$ cat config.mk
export PLATFORM = sky130hd
export DESIGN_NAME = chunked_length_checksum_framer_unit
export DESIGN_NICKNAME = d
export VERILOG_FILES = /design/src/rtl/clcf_pkg.sv /design/src/rtl/clcf_buf.sv /design/src/rtl/chunked_length_checksum_framer_unit.sv
export VERILOG_INCLUDE_DIRS = /design/src /design/src/rtl
export SDC_FILE = /design/constraint.sdc
export NUM_CORES = 1
export LEC_CHECK = 0
export BUFFER_PORTS_ARGS = -buffer_cell sky130_fd_sc_hd__clkbuf_2
export CORE_ASPECT_RATIO = 1.4
export CORE_UTILIZATION = 55
export CTS_CLUSTER_SIZE = 25
export DETAILED_ROUTE_END_ITERATION = 12
export HOLD_SLACK_MARGIN = 0.15
export PLACE_DENSITY = 0.82
export SKIP_LAST_GASP = 1
export SLEW_MARGIN = 15
export SYNTH_ARGS = -nofsm -noshare
export SYNTH_HDL_FRONTEND = slang
export SYNTH_SLANG_ARGS = --single-unit
export TNS_END_PERCENT = 5
$ cat constraint.sdc
create_clock -name clk -period 5.3 [get_ports clk]
set_clock_uncertainty 0.15 [all_clocks]
set_input_delay 1.06 -clock clk [delete_from_list [all_inputs] [get_ports clk]]
set_output_delay 1.06 -clock clk [all_outputs]
set_load 0.005 [all_outputs]
$ cat src/rtl/chunked_length_checksum_framer_unit_macros.svh
// Assertion macros for the framer RTL.
`ifndef CHUNKED_LENGTH_CHECKSUM_FRAMER_UNIT_MACROS_SVH
`define CHUNKED_LENGTH_CHECKSUM_FRAMER_UNIT_MACROS_SVH

// Same-cycle implication, checked outside reset
`define CLCF_IMPLIES(lbl, ante, cons, msg) \
  lbl: assert property (@(posedge clk) disable iff (rst) (ante) |-> (cons)) \
    else $error(msg);

// Next-cycle implication, checked outside reset
`define CLCF_NEXT(lbl, ante, cons, msg) \
  lbl: assert property (@(posedge clk) disable iff (rst) (ante) |=> (cons)) \
    else $error(msg);

`endif

$ cat src/rtl/clcf_pkg.sv
// Types and byte-kind codes for the chunked length/checksum framer.
package clcf_pkg;

  typedef logic [7:0] byte_t;
  typedef logic [1:0] kind_t;

  // Output byte kinds
  localparam kind_t KIND_HEADER   = 2'd0;
  localparam kind_t KIND_PAYLOAD  = 2'd1;
  localparam kind_t KIND_CHECKSUM = 2'd2;

endpackage

$ cat src/rtl/clcf_buf.sv
// Chunk buffer: one write port, one registered read port.
module clcf_buf #(
  parameter int DEPTH = 32,
  parameter int AW    = 5
) (
  input  logic             clk,
  input  logic             we,
  input  logic [AW-1:0]    waddr,
  input  clcf_pkg::byte_t  wdata,
  input  logic             re,
  input  logic [AW-1:0]    raddr,
  output clcf_pkg::byte_t  rdata
);

  clcf_pkg::byte_t mem [DEPTH];

  // Write port
  always_ff @(posedge clk) begin
    if (we) begin
      mem[waddr] <= wdata;
    end
  end

  // Registered read port
  always_ff @(posedge clk) begin
    if (re) begin
      rdata <= mem[raddr];
    end
  end

endmodule

$ cat src/rtl/chunked_length_checksum_framer_unit.sv
// Top level of the chunked length-prefixed framer with two's complement checksum.
//
// Input stream (s_*): one message byte per transfer in s_tdata, s_tlast marks the
// last byte of a message, s_tuser marks an empty end-of-message (data ignored).
// Output stream (m_*): frame bytes in m_tdata, m_tuser gives the byte kind
// (header, payload, checksum), m_tlast marks the last byte caused by one input.
// Bytes are buffered up to CHUNK; a full buffer or the end of a message sends a
// frame: header (count+1), payload, checksum. A message ends with frame 01 FF.
// Timing: a byte that sends nothing leaves s_tready high. Otherwise s_tready
// stays low while the sequencer walks the frame(s), one output byte per cycle
// through the output register while m_tready is high. The single 8-bit adder
// that accumulates the sum and the one-port buffer read set that rate.
// After the accept, the sequencer loads the header of the first frame from HDR
// into the output register once that register can advance, and it shows on m_*.
// When the receiver stalls, the output register holds and the sequencer waits.
// Reset clears the fill count, the sum and the output valid; buffer contents are
// left as they are and only entries written after the last flush are read.
`include "chunked_length_checksum_framer_unit_macros.svh"

module chunked_length_checksum_framer_unit #(
  parameter int CHUNK = 32
) (
  input  logic       clk,
  input  logic       rst,
  input  logic       s_tvalid,
  output logic       s_tready,
  input  logic [7:0] s_tdata,   // [7:0] data_byte
  input  logic       s_tlast,   // end_of_message
  input  logic       s_tuser,   // [0] empty_message
  output logic       m_tvalid,
  input  logic       m_tready,
  output logic [7:0] m_tdata,   // [7:0] tx_byte
  output logic       m_tlast,   // run_last
  output logic [1:0] m_tuser    // [1:0] byte_kind
);

  localparam int CW = $clog2(CHUNK + 1);
  localparam int AW = (CHUNK > 1) ? $clog2(CHUNK) : 1;

  // Sequencer states
  localparam logic [1:0] S_IDLE = 2'd0;
  localparam logic [1:0] S_HDR  = 2'd1;
  localparam logic [1:0] S_PAY  = 2'd2;
  localparam logic [1:0] S_CHK  = 2'd3;

  logic [1:0]      state;
  logic [CW-1:0]   fill;
  logic [AW-1:0]   idx;
  clcf_pkg::byte_t sum;
  logic            term_pend;

  clcf_pkg::byte_t out_byte;
  clcf_pkg::kind_t out_kind;
  logic            out_last;
  logic            out_valid;

  logic            accept;
  logic            adv;
  logic [CW-1:0]   fill_inc;
  logic [CW-1:0]   idx_inc;
  clcf_pkg::byte_t hdr;
  clcf_pkg::byte_t add_b;
  clcf_pkg::byte_t add_sum;
  clcf_pkg::byte_t rd_data;
  logic            rd_en;
  logic [AW-1:0]   rd_addr;

  assign s_tready = (state == S_IDLE);
  assign accept   = s_tvalid && s_tready;
  assign adv      = !out_valid || m_tready;

  assign fill_inc = fill + CW'(1);
  assign idx_inc  = CW'(idx) + CW'(1);
  assign hdr      = 8'(fill) + 8'd1;

  // Shared 8-bit adder: byte accumulation on accept, header fold-in at HDR
  assign add_b   = (state == S_HDR) ? hdr : s_tdata;
  assign add_sum = sum + add_b;

  // Buffer reads: first entry at header time, next entry on each payload byte
  always_comb begin
    rd_en   = 1'b0;
    rd_addr = '0;
    if (adv && state == S_HDR) begin
      rd_en   = (fill != '0);
      rd_addr = '0;
    end else if (adv && state == S_PAY) begin
      rd_en   = (idx_inc < fill);
      rd_addr = idx_inc[AW-1:0];
    end
  end

  clcf_buf #(
    .DEPTH (CHUNK),
    .AW    (AW)
  ) u_buf (
    .clk   (clk),
    .we    (accept && !s_tuser),
    .waddr (fill[AW-1:0]),
    .wdata (s_tdata),
    .re    (rd_en),
    .raddr (rd_addr),
    .rdata (rd_data)
  );

  // Sequencer and running state
  always_ff @(posedge clk) begin
    if (rst) begin
      state     <= S_IDLE;
      fill      <= '0;
      sum       <= '0;
      term_pend <= 1'b0;
      idx       <= '0;
    end else begin
      unique case (state)
        S_IDLE: begin
          if (accept) begin
            if (s_tuser) begin
              // Flush what is buffered, then the terminator
              state     <= S_HDR;
              term_pend <= (fill != '0);
            end else begin
              fill <= fill_inc;
              sum  <= add_sum;
              if (fill_inc == CW'(CHUNK) || s_tlast) begin
                state     <= S_HDR;
                term_pend <= s_tlast;
              end
            end
          end
        end
        S_HDR: begin
          if (adv) begin
            sum   <= add_sum;
            idx   <= '0;
            state <= (fill != '0) ? S_PAY : S_CHK;
          end
        end
        S_PAY: begin
          if (adv) begin
            idx   <= idx_inc[AW-1:0];
            state <= (idx_inc == fill) ? S_CHK : S_PAY;
          end
        end
        S_CHK: begin
          if (adv) begin
            fill      <= '0;
            sum       <= '0;
            term_pend <= 1'b0;
            state     <= term_pend ? S_HDR : S_IDLE;
          end
        end
        default: begin
          state <= S_IDLE;
        end
      endcase
    end
  end

  // Output register valid
  always_ff @(posedge clk) begin
    if (rst) begin
      out_valid <= 1'b0;
    end else if (adv) begin
      out_valid <= (state != S_IDLE);
    end
  end

  // Output register payload
  always_ff @(posedge clk) begin
    if (adv) begin
      unique case (state)
        S_HDR: begin
          out_byte <= hdr;
          out_kind <= clcf_pkg::KIND_HEADER;
          out_last <= 1'b0;
        end
        S_PAY: begin
          out_byte <= rd_data;
          out_kind <= clcf_pkg::KIND_PAYLOAD;
          out_last <= 1'b0;
        end
        S_CHK: begin
          out_byte <= 8'd0 - sum;
          out_kind <= clcf_pkg::KIND_CHECKSUM;
          out_last <= !term_pend;
        end
        default: begin
          out_byte <= out_byte;
          out_kind <= out_kind;
          out_last <= out_last;
        end
      endcase
    end
  end

  assign m_tvalid = out_valid;
  assign m_tdata  = out_byte;
  assign m_tuser  = out_kind;
  assign m_tlast  = out_last;

  // Checks
  `CLCF_IMPLIES(a_fill_room, state == S_IDLE, fill < CW'(CHUNK), "buffer full while idle")
  `CLCF_IMPLIES(a_pay_index, state == S_PAY, CW'(idx) < fill, "payload index past fill")
  `CLCF_IMPLIES(a_last_idle, out_valid && out_last, state == S_IDLE || state == S_HDR, "run end mid-frame")
  `CLCF_IMPLIES(a_last_chk, out_valid && out_last, out_kind == clcf_pkg::KIND_CHECKSUM, "run end not on checksum")
  `CLCF_NEXT(a_chk_done, state == S_CHK && adv && !term_pend, fill == '0 && sum == '0, "no clear")

endmodule

After elaboration in Yosys (flattened, before gate mapping):

Memory sizes are Yosys's and may differ from the RTL's. A register that Yosys moved wholly into a read port is not among the register bits.
Cells that the tools add are included.

* register bits after elaboration: 34
* memory bits (writable): 256
* bits of input ports: 14
* word-level logic and storage cells: 89
* memories kept: 1

Memories
* u_buf.mem: words 32, bits a word 8, read ports 1, clocked after memory_dff 1, write ports 1, line clcf_buf.sv:15 `clcf_pkg::byte_t mem [DEPTH];`

* add/subtract/negate cells: 5
* $lt $le $gt $ge: 1
* equal/unequal tests: 11
* muxes and demuxes: 37
* reduce and logical (&&, ||, !) cells: 25

Operators with widths (count)
* $pmux W8 S3: 2
* $mux W8: 5
* $mux W5: 4
* $mux W6: 3
* $mux W2: 6
* $pmux W6 S2: 1
* $mux W1: 11
* $pmux W5 S2: 1
* $reduce_and A5 Y1: 2
* $add A8 B8 Y8: 1
* $ne A2 B2 Y1 const B: 4
* $pmux W2 S4: 1
* $reduce_and A4 Y1: 2
* $reduce_bool A2 Y1: 4
* $sub A1 B8 Y8 const A: 1
* $add A6 B1 Y7 const B: 1
* $add A5 B1 Y6 const B: 1
* $add A6 B1 Y6 const B: 1
* $eq A6 B6 Y1: 1
* $eq A6 B6 Y1 const B: 1
* $lt A6 B6 Y1: 1
* $pmux W2 S3: 1
* $reduce_bool A3 Y1: 2
* $reduce_bool A6 Y1: 1
* 12 further kinds: 21

Depth between registers and ports, before layout:

* word-level depth: 7
* mapped depth: 13
* gate-level depth less buffers: 12

Modules after synthesis:

A second synthesis with hierarchy kept.

* cells, all modules: 704
* area, all modules: 12540.8 sq um

Modules (own cells, without submodules)
* clcf_buf: instances 1, cells an instance 417, area each 10133.5 sq um
* chunked_length_checksum_framer_unit: instances 1, cells an instance 287, area each 2407.3 sq um

Worst setup path after synthesis:

Ideal clock, no wire load.

* kind: input port to flip-flop
* start: in s_tdata[1]
* end: reg sum[7]
* arrival: 2.838 ns
* path slack: 2.238 ns
* stages: 8
* path through: mux2_2 ha_1 a21oi_1 o211ai_1 o41ai_1 xnor2_1 or4_1 a31oi_1

* longest elaborated chain between the ends: 5
* elaborated cells on any way between the ends: 6
* those cells by class: 1 x add/sub; 5 x mux

RTL lines
* start: declaration: line chunked_length_checksum_framer_unit.sv:27 `input logic [7:0] s_tdata,`
* $mux W8 (*): line chunked_length_checksum_framer_unit.sv:77 `assign add_b = (state == S_HDR) ? hdr : s_tdata;`
* $add A8 B8 Y8 (*): line chunked_length_checksum_framer_unit.sv:78 `assign add_sum = sum + add_b;`
* $mux W8: line chunked_length_checksum_framer_unit.sv:118 `if (s_tuser) begin`
* $mux W8: line chunked_length_checksum_framer_unit.sv:117 `if (accept) begin`
* $pmux W8 S3 (*): line chunked_length_checksum_framer_unit.sv:115 `unique case (state)`
* end signal: assignment: line chunked_length_checksum_framer_unit.sv:124 `sum <= add_sum;`
* end signal: assignment: line chunked_length_checksum_framer_unit.sv:134 `sum <= add_sum;`
* end: declaration: line chunked_length_checksum_framer_unit.sv:49 `clcf_pkg::byte_t sum;`

Every way passes the cells marked *; elsewhere a longest branch is shown, timed or not. The select of a mux whose other input is x is not followed.
A chain may end at the register's enable or synchronous reset.

Worst setup path in the final report:

* start: reg state[0]
* end: reg u_buf.rdata[7], read port of u_buf.mem, data pin

* longest elaborated chain between the ends: 4
* elaborated cells on any way between the ends: 8
* those cells by class: 2 x eq/ne; 4 x mux; 2 x reduce/logical

RTL lines
* start: declaration: line chunked_length_checksum_framer_unit.sv:46 `logic [1:0] state;`
* start signal: assignment: line chunked_length_checksum_framer_unit.sv:136 `state <= (fill != '0) ? S_PAY : S_CHK;`
* start signal: assignment: line chunked_length_checksum_framer_unit.sv:142 `state <= (idx_inc == fill) ? S_CHK : S_PAY;`
* start signal: assignment: line chunked_length_checksum_framer_unit.sv:150 `state <= term_pend ? S_HDR : S_IDLE;`
* $eq A2 B2 Y1: line chunked_length_checksum_framer_unit.sv:87 `end else if (adv && state == S_PAY) begin`
* $logic_and A1 B1 Y1: line chunked_length_checksum_framer_unit.sv:87
* $mux W5 / $mux W1 (equally long branches): line chunked_length_checksum_framer_unit.sv:87
* $mux W5 / $mux W1 (equally long branches): line chunked_length_checksum_framer_unit.sv:84 `if (adv && state == S_HDR) begin`
* end: declaration: line clcf_buf.sv:12 `output clcf_pkg::byte_t rdata`

Parallel ways exist; a longest one is shown, timed or not.

==> metrics.txt <==
Leak=4.635 nW; CTS Buffer Depth=3; Residual DRC=0; Die Ht=182.6 um; required time of the critical path=5450 ps; final setup TNS=0 ps; final WL=29.38 mm; xor/xnor cell area share of the yosys netlist=0.01221; largest net degree at the start of global routing=58; Hold Crit Class=reg2reg; Worst setup SP type=register; #FFs+latches synth=298; die width=131.0 um; Pwr Density=445.8 nW/um^2; routability cong.=0.9001; Initial DRC Count=779; final hold viol count=0; Reg clk slew, reported paths=70 ps; Port Buf Inserts=26; register area share after synthesis=0.6806; hold_buf cts=0; area grow syn2layout=10.32%; Post-DP HPWL=19.06 mm; crit-path max FO=24; antenna viol nets, final=0; max cap viols=0; Worst EP arrival=3880 ps; Tmin final=3729 ps; DR pass1 iterations=5; top sig layer=met4; CTS resizes=0; vias in the first global route=7836; met2 WL post-DR=15.22 mm; Yosys Warn Count=0; Clock Latency Late Sink=540 ps; dpl cell area=13220 um^2; Synth Area in Compound Gates=0.08683; Synth Area in Simple Gates=0.1060; core outline area=22690 um^2; Ports=27; final-layout fill cell count=1587; Synth Flop Type=edfxtp_1; Pins Over Slew Limit=0; critical path type=reg2reg; TritonCTS clock tree=done; Max-Slew Margin vs Limit=0.1634; Post-synth EDFFs=275; vias=7909; CP endpoint kind=register; Max Fclk=0.2682 GHz; Syn Std Cell Area=12810 um^2; worst slew pin tran=1245 ps; syn nets=958; Root Buffer Master=clkbuf_16; GRT Total Usage=0.2563; worst-path cell chain=inv_1 -> ha_1 -> nand3_2 -> mux4_2 -> a22oi_1 -> o31ai_1 -> a211o_1; first-pass GRT wire length=45.31 mm; htree depth=1; status=finished clean; RSZ-0062 raised after global routing=false; mean post-synth cell area=13.94 um^2; combinational family with the most area after synthesis=simple AND/OR/NAND/NOR gates; DR WL/cell=23.28 um; die area=23910 um^2; Peak supply drop=0.0003576 V; CP max stage cell=nand3_2; number of diodes=0; Final Cycle Share=0.7035; Final setup viols=0; Rows=65; initial antenna violation count=0; Initial Utilization=0.5645; design area=14130 um^2; M1 wire length=10.79 mm; crit-path max cell delay=830 ps; Async SR Flop Fraction=0; cells after synthesis=919; Num CTS Buffers=26; vias per cell=6.267; nets=980; mux cell area share after synthesis=0.06437; adder-cell share of the synthesized area=0.02500; CTS sink cnt=298; share of layout cells above drive strength 1=0.1467; Power Total=6.300 mW; setup bufs post-CTS=0; Yosys cell types=62; total gr overflow=0; WL met3=2.067 mm; final core occ=0.6228
-- registers in the layout, indices dropped and copies added, names as in the netlist --
signal       cells
term_pend        1
m_tuser          2
m_tlast          1
m_tdata          8
u_buf.rdata      8
idx              5
sum              8
u_buf.mem      256
state            2
fill             6
m_tvalid         1
-- through the flow --
step | instances | setup WS (ps) | hold slack (ps)
global placement | 1214 | 1468 | 346.1
detailed placement | 1214 | 1456 | 369.4
global route | 1262 | 1234 | 408.3
CTS | 1262 | 1572 | 385.1
finish | 1262 | 1571 | 381.2
floorplan | 919 | 2238 | 329.2
-- logic make-up after synthesis --
family          count (synthesis)
flops                         298
simple gates                  286
compound gates                161
buf+inv                        73
mux                            59
fa+ha+maj                      25
xor+xnor                       17
-- synthesized netlist by cell type, drive strengths merged, types with 5 or more instances --
| master | instances | area share |
|---|---|---|
| a211oi | 12 | 0.0070 |
| a21oi | 27 | 0.011 |
| a22oi | 16 | 0.0094 |
| a311oi | 9 | 0.0062 |
| a31oi | 12 | 0.0059 |
| a32oi | 8 | 0.0055 |
| buf | 25 | 0.011 |
| clkbuf | 26 | 0.0077 |
| dfxtp | 23 | 0.036 |
| edfxtp | 275 | 0.64 |
| ha | 24 | 0.023 |
| inv | 22 | 0.0064 |
| mux2 | 27 | 0.024 |
| mux2i | 16 | 0.013 |
| mux4 | 16 | 0.028 |
| nand2 | 89 | 0.026 |
| nand2b | 5 | 0.0024 |
| nand3 | 23 | 0.0094 |
| nand3b | 8 | 0.0047 |
| nand4 | 7 | 0.0034 |
| nor2 | 85 | 0.025 |
| nor2b | 22 | 0.011 |
| nor3 | 19 | 0.0074 |
| nor4 | 5 | 0.0029 |
| o2111ai | 8 | 0.0055 |
| o21ai | 18 | 0.0070 |
| o21bai | 7 | 0.0041 |
| o22ai | 20 | 0.0098 |
| or3 | 5 | 0.0024 |
| or4 | 7 | 0.0041 |
| xnor2 | 12 | 0.0088 |
| xor2 | 5 | 0.0034 |
-- critical path, delay by kind of cell, from the launching register on --
kind | cells | cell delay (ps)
flip-flops | 1 | 340
AO/OA/AOI/OAI | 3 | 620
buffers and inverters | 1 | 100
multiplexers | 1 | 740
AND/OR/NAND/NOR | 1 | 830
adder cells (fa/ha/maj) | 1 | 710
-- cells in the final DEF, fill, tap and decap left out, types with 7 or more instances in the layout --
cell,n
a211oi_1,12
a21oi_1,27
a22oi_1,16
a311oi_1,9
a31oi_1,12
a32oi_1,8
buf_4,19
clkbuf_16,27
clkbuf_2,26
clkinv_2,8
dfxtp_1,22
edfxtp_1,275
ha_1,24
inv_1,21
mux2_2,27
mux2i_1,16
mux4_2,16
nand2_1,89
nand3_1,22
nand3b_1,8
nand4_1,7
nor2_1,84
nor2b_1,22
nor3_1,19
o2111ai_1,8
o21ai_0,18
o21bai_1,7
o22ai_1,20
or4_1,7
xnor2_1,11
-- report_power, final --
group / switching, mW / internal (mW) / total [mW]
registers: 0.0830 / 2.73 / 2.81
logic: 0.911 / 0.562 / 1.47
clock network: 0.843 / 1.18 / 2.02
-- final timing paths --
check,from,end,slack [ps],cells after the start
setup reg to reg,state[0]$_SDFFE_PP0P_,u_buf.rdata[7]$_DFFE_PP_,1570,7
hold reg to reg,sum[7]$_SDFFE_PP0P_,sum[7]$_SDFFE_PP0P_,380,2
setup / recovery,state[0]$_SDFFE_PP0P_,u_buf.rdata[7]$_DFFE_PP_,1570,7
hold / removal,sum[7]$_SDFFE_PP0P_,sum[7]$_SDFFE_PP0P_,380,2
-- area by class of cell --
class | count | area (um^2) | share of cell area
Clock buffer | 29 | 683.2 | 0.04834
Clock inverter | 19 | 226.5 | 0.01602
Inverter | 22 | 82.58 | 0.005843
Multi-Input combinational cell | 548 | 3771 | 0.2668
Sequential cell | 298 | 8720 | 0.6170
Tap cell | 301 | 376.6 | 0.02665
Timing Repair Buffer | 45 | 272.8 | 0.01930
-- routing by layer --
| metal | vias up | track usage |
|---|---|---|
| met1 | 3896 | 0.3024 |
| met4 | 0 | 0.1168 |
| met2 | 358 | 0.4478 |
| met5 | - | 0 |
| li1 | 3567 | - |
| met3 | 88 | 0.04808 |
Note: power is estimated with default switching activity, not from simulation.
